## src/sv/tspr_pkg.sv

```systemverilog
// ----------------------------------------------------------------------------
// Two-station pose package
// Shared constants: CORDIC arctangent table and the limit gain in Q30.
// ----------------------------------------------------------------------------
package tspr_pkg;

	localparam int TAB_LEN = 24;

	// Limit gain of the CORDIC iterations, scaled by 2^30.
	localparam logic signed [31:0] GAIN_Q30 = 32'sd652032874;

	// atan(2^-i) as 32-bit binary angles (2^32 is a full turn).
	localparam logic [31:0] ATAN_TAB [0:TAB_LEN-1] = '{
		32'h20000000, 32'h12E4051E, 32'h09FB385B, 32'h051111D4, 32'h028B0D43,
		32'h0145D7E1, 32'h00A2F61E, 32'h00517C55, 32'h0028BE53, 32'h00145F2F,
		32'h000A2F98, 32'h000517CC, 32'h00028BE6, 32'h000145F3, 32'h0000A2FA,
		32'h0000517D, 32'h000028BE, 32'h0000145F, 32'h00000A30, 32'h00000518,
		32'h0000028C, 32'h00000146, 32'h000000A3, 32'h00000051
	};

endpackage

```

## src/sv/tspr_vector.sv

```systemverilog
// ----------------------------------------------------------------------------
// Pipelined vectoring CORDIC
// Drives a vector onto the x axis, giving its binary angle and scaled length.
// ----------------------------------------------------------------------------
module tspr_vector #(
	parameter int W = 32,
	parameter int N = 16
) (
	input  logic                clk,
	input  logic                en,
	input  logic signed [W-1:0] xi,
	input  logic signed [W-1:0] yi,
	output logic [31:0]         ango,
	output logic signed [W-1:0] xo
);
	import tspr_pkg::*;

	logic signed [W-1:0] x_s [0:N];
	logic signed [W-1:0] y_s [0:N];
	logic [31:0]         z_s [0:N];

	// A vector in the left half plane is negated and starts at half a turn.
	always_ff @(posedge clk) begin
		if (en) begin
			x_s[0] <= xi[W-1] ? -xi : xi;
			y_s[0] <= xi[W-1] ? -yi : yi;
			z_s[0] <= xi[W-1] ? 32'h8000_0000 : 32'h0;
		end
	end

	for (genvar i = 0; i < N; i++) begin : g_iter
		always_ff @(posedge clk) begin
			if (en) begin
				if (y_s[i] >= 0) begin
					x_s[i+1] <= x_s[i] + (y_s[i] >>> i);
					y_s[i+1] <= y_s[i] - (x_s[i] >>> i);
					z_s[i+1] <= z_s[i] + ATAN_TAB[i];
				end else begin
					x_s[i+1] <= x_s[i] - (y_s[i] >>> i);
					y_s[i+1] <= y_s[i] + (x_s[i] >>> i);
					z_s[i+1] <= z_s[i] - ATAN_TAB[i];
				end
			end
		end
	end

	assign ango = z_s[N];
	assign xo   = x_s[N];

endmodule

```

## config.mk

```make
export PLATFORM = sky130hd
export DESIGN_NAME = tspr_vector
export DESIGN_NICKNAME = d
export VERILOG_FILES = /design/src/sv/tspr_pkg.sv /design/src/sv/tspr_vector.sv
export SDC_FILE = /design/constraint.sdc
export NUM_CORES = 2
export LEC_CHECK = 0
export BUFFER_PORTS_ARGS = -buffer_cell sky130_fd_sc_hd__clkbuf_2
export CORE_MARGIN = 2
export CORE_UTILIZATION = 45
export DETAILED_ROUTE_END_ITERATION = 10
export PLACE_DENSITY = 0.62
export SETUP_SLACK_MARGIN = 0.3
export SYNTH_ARGS = -nofsm -noshare
export SYNTH_HDL_FRONTEND = slang
export SYNTH_SLANG_ARGS = --single-unit
```

## constraint.sdc

```tcl
create_clock -name clk -period 12.8 [get_ports clk]
set_input_delay 0.64 -clock clk [delete_from_list [all_inputs] [get_ports clk]]
set_output_delay 0.64 -clock clk [all_outputs]
set_load 0.05 [all_outputs]
```

# After elaboration in Yosys (flattened, before gate mapping)

Memories as Yosys holds them, arrays and structs flattened.
Index checks and enable logic that the tools add are counted.

Register bits: 0
Memories kept: 3
Logic and storage cells: 313
Bits in writable memories: 1632

$add $sub $neg: 97
Bitwise logic cells: 48
Order comparisons: 16
Mux-type cells: 149

Memory list:

| name | depth | bits a word | rd ports | clocked after memory_dff | write ports | line              | RTL |
|---|---|---|---|---|---|---|---|
| x_s  | 17    | 32          | 17       | 0                        | 17          | tspr_vector.sv:18 | `logic signed [W-1:0] x_s [0:N];` |
| y_s  | 17    | 32          | 16       | 0                        | 17          | tspr_vector.sv:19 | `logic signed [W-1:0] y_s [0:N];` |
| z_s  | 17    | 32          | 17       | 0                        | 17          | tspr_vector.sv:20 | `logic [31:0] z_s [0:N];` |

Operator list:

| operator                                                                              | count |
|---|---|
| 32-bit two-way mux                                                                    | 51 |
| 32-bit by 1-bit greater-or-equal comparator with 1-bit output (second input constant) | 16 |
| 1-bit two-way mux                                                                     | 98 |
| 32-bit by 17-bit adder with 32-bit output                                             | 2 |
| 32-bit by 18-bit adder with 32-bit output                                             | 2 |
| 32-bit by 19-bit adder with 32-bit output                                             | 2 |
| 32-bit by 20-bit adder with 32-bit output                                             | 2 |
| 32-bit by 21-bit adder with 32-bit output                                             | 2 |
| 32-bit by 22-bit adder with 32-bit output                                             | 2 |
| 32-bit by 23-bit adder with 32-bit output                                             | 2 |
| 32-bit by 24-bit adder with 32-bit output                                             | 2 |
| 32-bit by 25-bit adder with 32-bit output                                             | 2 |
| 32-bit by 26-bit adder with 32-bit output                                             | 2 |
| 32-bit by 27-bit adder with 32-bit output                                             | 2 |
| 32-bit by 28-bit adder with 32-bit output                                             | 2 |
| 32-bit by 29-bit adder with 32-bit output                                             | 2 |
| 32-bit by 30-bit adder with 32-bit output                                             | 2 |
| 32-bit by 31-bit adder with 32-bit output                                             | 2 |
| 32-bit negation                                                                       | 2 |
| 32-bit by 17-bit subtractor with 32-bit output                                        | 2 |
| 32-bit by 18-bit subtractor with 32-bit output                                        | 2 |
| 32-bit by 19-bit subtractor with 32-bit output                                        | 2 |
| 32-bit by 20-bit subtractor with 32-bit output                                        | 2 |
| 32-bit by 21-bit subtractor with 32-bit output                                        | 2 |
| 45 further kinds                                                                      | 103 |

# Longest topological paths before layout

Word-level depth: 5
Gate-level depth with buffers: 24
Depth with buffers taken out: 20

# Worst setup path before layout

Ideal clock, no wire load.

Kind: input -> register
From: input port en
To: memory x_s[6][31] (data pin)
Path buffers: 6
Data required time: 12.540 ns
Arrival: 5.611 ns
Setup slack: 6.929 ns
Stages: 21
Path through: and2_1 -> buf_2 -> inv_1 -> clkbuf_1 -> clkbuf_1 -> clkbuf_1 -> buf_1 -> clkbuf_1 -> nand2_1 -> xor2_1 -> ha_1 -> a211oi_1 -> o21bai_1 -> a21o_1 -> a221o_1 -> a221o_1 -> o41a_1 -> a311o_1 -> a31o_1 -> a21o_1 -> xnor2_1

RTL lines:

| what            | line              | RTL |
|---|---|---|
| start, declared | tspr_vector.sv:10 | `input logic en,` |
| end, declared   | tspr_vector.sv:18 |  |

==> results by group <==
Logic synthesis
  – Top_reg_cell synth: edfxtp_1
  – Seq/Total Area, Yosys: 0.338
  – Mapped Nets: 16.0k
  – Mapped Cells: 14.7k
  – FF+latch count, synth: 1,480
  – Largest family of logic cells by synthesized area: compound AO/OA/AOI/OAI gates
  – Synthesized-area fraction occupied by and/or/nand/nor cells: 0.158
  – Synth unique cells: 96
  – Mapped Avg Cell Area: 8.95 um^2
  – EDFF count, synth: 1,480
  – Compound-gate portion of the synthesized area: 0.208
  – Multiplexer share of the synthesized area: 0.0100
  – Syn. warnings: 0
  – Post-synthesis adder-cell area fraction: 0.119
  – Mapped cell area: 131,000 um^2
  – Synth Area in XOR/XNOR: 0.132
  – Post-synthesis async set-or-reset flop share: 0

Die
  – I/O pin count: 130
  – Die W: 545 um
  – Die Ht: 545 um
  – Rows: 198
  – Area of the core: 291,000 um^2
  – Starting density of the core: 0.452
  – DIE AREA: 297,000 um^2

Route
  – Length of routed met2 wiring: 159 mm
  – Metal-1 WL: 159 mm
  – Initial DRT Pass Iterations: 9
  – Met3 wire len: 13.8 mm
  – Antenna-violating nets left: 0
  – DR WL/cell: 18.2 um
  – Via Count: 107k
  – Top Layer Used: met4
  – DRT iter0 DRCs: 8,023
  – Vias per Instance: 5.77
  – DRC: 0
  – Drt total wl: 339 mm

GRT
  – Gr usage total: 0.221
  – Vias in the first global route: 99.4k
  – Initial antenna violation count: 3
  – Gr ovfl total: 0
  – Largest net degree at the start of global routing: 77
  – First-pass GRT wire length: 541 mm

Finish
  – Area Growth Syn to Fin: 7.55%
  – Post-Layout Inst Area: 141,000 um^2
  – Layout cells sized above 1: 0.0450
  – Number of nets in the layout: 15.8k
  – Final Util: 0.486
  – Fillcell total: 27.8k

Setup path
  – CP most frequent cell: o211ai_1
  – Max stage delay cell, worst path: a2111oi_0
  – Crit path required time: 13.40 ns
  – Crit path DAT: 6.67 ns
  – Crit path capture type: flop
  – Crit path largest cell delay: 0.81 ns
  – Startpoint types: flop
  – Reg-to-reg startpoint: y_s[10][31]
  – Critical path, cell by cell: and2_2, buf_4, inv_2, buf_4, o21ai_0, xor2_1, ha_1, nand3_1, nand2_1, o41ai_1, nand4b_1, o211ai_1, o211ai_1, a2111oi_0, nor3_1, o211ai_1, nand3_1
  – CP max FO: 57
  – Critical path launch point: y_s[10][31]
  – Crit Path Class: flop to flop

Timing
  – Worst Tran Pin Value: 1.20 ns
  – Final setup TNS: 0 ns
  – Fmax: 165 MHz
  – RSZ-0062 raised after global routing: no
  – Min cycle time layout: 6.06 ns
  – Setup ws final: 6.74 ns
  – Setup violators final: 0
  – Fin crit share: 0.474
  – Hold Fails Final Rpt: 0
  – Relative slew slack: 0.200
  – Max Transition Viols Final: 0
  – Setup Skew: 0.0480 ns

CTS
  – Clk buf depth: 4
  – Root buffer cell: clkbuf_16
  – Clock Latency Late Sink: 0.87 ns
  – Reg clk slew, reported paths: 0.06 ns
  – CTS-repair resized insts: 0
  – Num CTS Buffers: 178
  – # H-tree levels: 4
  – Post CTS Setup Buffer Count: 0
  – Clock Sinks: 1,480
  – CTS tree: yes
  – Hold_buf cts: 2

Hold path
  – Min-delay src: xi[10]
  – Hold Path Class: input port to flop

Placed design
  – Port Buf Inserts: 128
  – Final HPWL DP: 263 mm
  – Final Wtd Congestion: 0.913
  – Place WS: 6.26 ns
  – Post-place instance area: 135,000 um^2

Status
  – Status: finished clean

Job
  – Max-Cap Viols: 0
==> placed cells by master (no fill, tap or decap), types with 181 or more instances in the layout <==
| cell | instances |
|---|---|
| nor3_1 | 384 |
| a21oi_1 | 1373 |
| ha_1 | 1182 |
| o31ai_1 | 194 |
| nand3_1 | 312 |
| nand2_1 | 1109 |
| o21ai_0 | 953 |
| nor2_1 | 1231 |
| inv_1 | 647 |
| clkbuf_16 | 181 |
| xnor2_1 | 1349 |
| nand2b_1 | 208 |
| xor2_1 | 638 |
| a21o_1 | 412 |
| edfxtp_1 | 1480 |
==> layout make-up <==
type | count | area (um^2) | area share
Inverter | 664 | 2490 | 0.0176
Sequential cell | 1480 | 44400 | 0.314
Antenna cell | 2 | 5.00 | 0.0000354
Clock buffer | 199 | 4600 | 0.0325
Multi-Input combinational cell | 12019 | 82500 | 0.584
Timing Repair Buffer | 193 | 1150 | 0.00812
Tap cell | 3900 | 4880 | 0.0345
Clock inverter | 123 | 1310 | 0.00928
==> worst paths after layout <==
kind,slack (ns),end,depth (start not counted)
min,0.10,x_s[0][10],2
max,6.74,x_s[11][31],17
min reg2reg,0.42,z_s[12][1],0
max reg2reg,6.74,x_s[11][31],17
==> cells in the mapped netlist (135+ instances only) <==
| cell | number | share of area |
|---|---|---|
| or3_1 | 139 | 0.0066 |
| o21bai_1 | 155 | 0.0088 |
| o31ai_1 | 194 | 0.011 |
| nand2_1 | 1112 | 0.032 |
| o21a_1 | 172 | 0.0098 |
| ha_1 | 1182 | 0.11 |
| edfxtp_1 | 1480 | 0.34 |
| nor2_1 | 1231 | 0.035 |
| nand2b_1 | 208 | 0.0099 |
| a31oi_1 | 149 | 0.0071 |
| nor3_1 | 384 | 0.015 |
| xor2_1 | 638 | 0.042 |
| nor2b_1 | 135 | 0.0064 |
| a21oi_1 | 1373 | 0.052 |
| xnor2_1 | 1349 | 0.090 |
| and3_1 | 147 | 0.0070 |
| clkbuf_1 | 401 | 0.011 |
| nand3_1 | 312 | 0.012 |
| a21o_1 | 412 | 0.024 |
| o21ai_0 | 953 | 0.036 |
| inv_1 | 657 | 0.019 |
==> cells by family after synthesis <==
logic type,count (synthesis)
other,1
multiplexers,128
buffers and inverters,1195
XOR/XNOR,1987
AO/OA/AOI/OAI,4334
adder cells (fa/ha/maj),1239
flip-flops,1480
AND/OR/NAND/NOR,4330
==> critical path, delay by kind of cell, from the launching register on <==
| kind | cells | cell delay, ns |
|---|---|---|
| fa+ha+maj | 1 | 0.30 |
| flops | 1 | 0.65 |
| simple gates | 6 | 1.33 |
| compound gates | 6 | 2.24 |
| buf+inv | 3 | 1.04 |
| xor+xnor | 1 | 0.18 |
==> stage by stage <==
step	cells	hold WS, ns
2_1_floorplan	14694	0.400
3_3_place_gp	18254	0.405
3_5_place_dp	18254	0.405
4_1_cts	18578	0.0275
5_1_grt	18579	0.0579
6_report	18580	0.105
==> routing by layer <==
metal,GRT usage,vias up
met5,0,-
met4,0.0461,0
met3,0.0192,386
met2,0.372,2278
met1,0.309,50723
li1,-,53781
==> flip-flops by register name (all words and copies together) (netlist names) <==
signal,flops
x_s,543
z_s,440
y_s,497
Power is left out: the tool's default activity adds up to more than one toggle a clock period on the data nets, which glitch-free logic cannot reach.
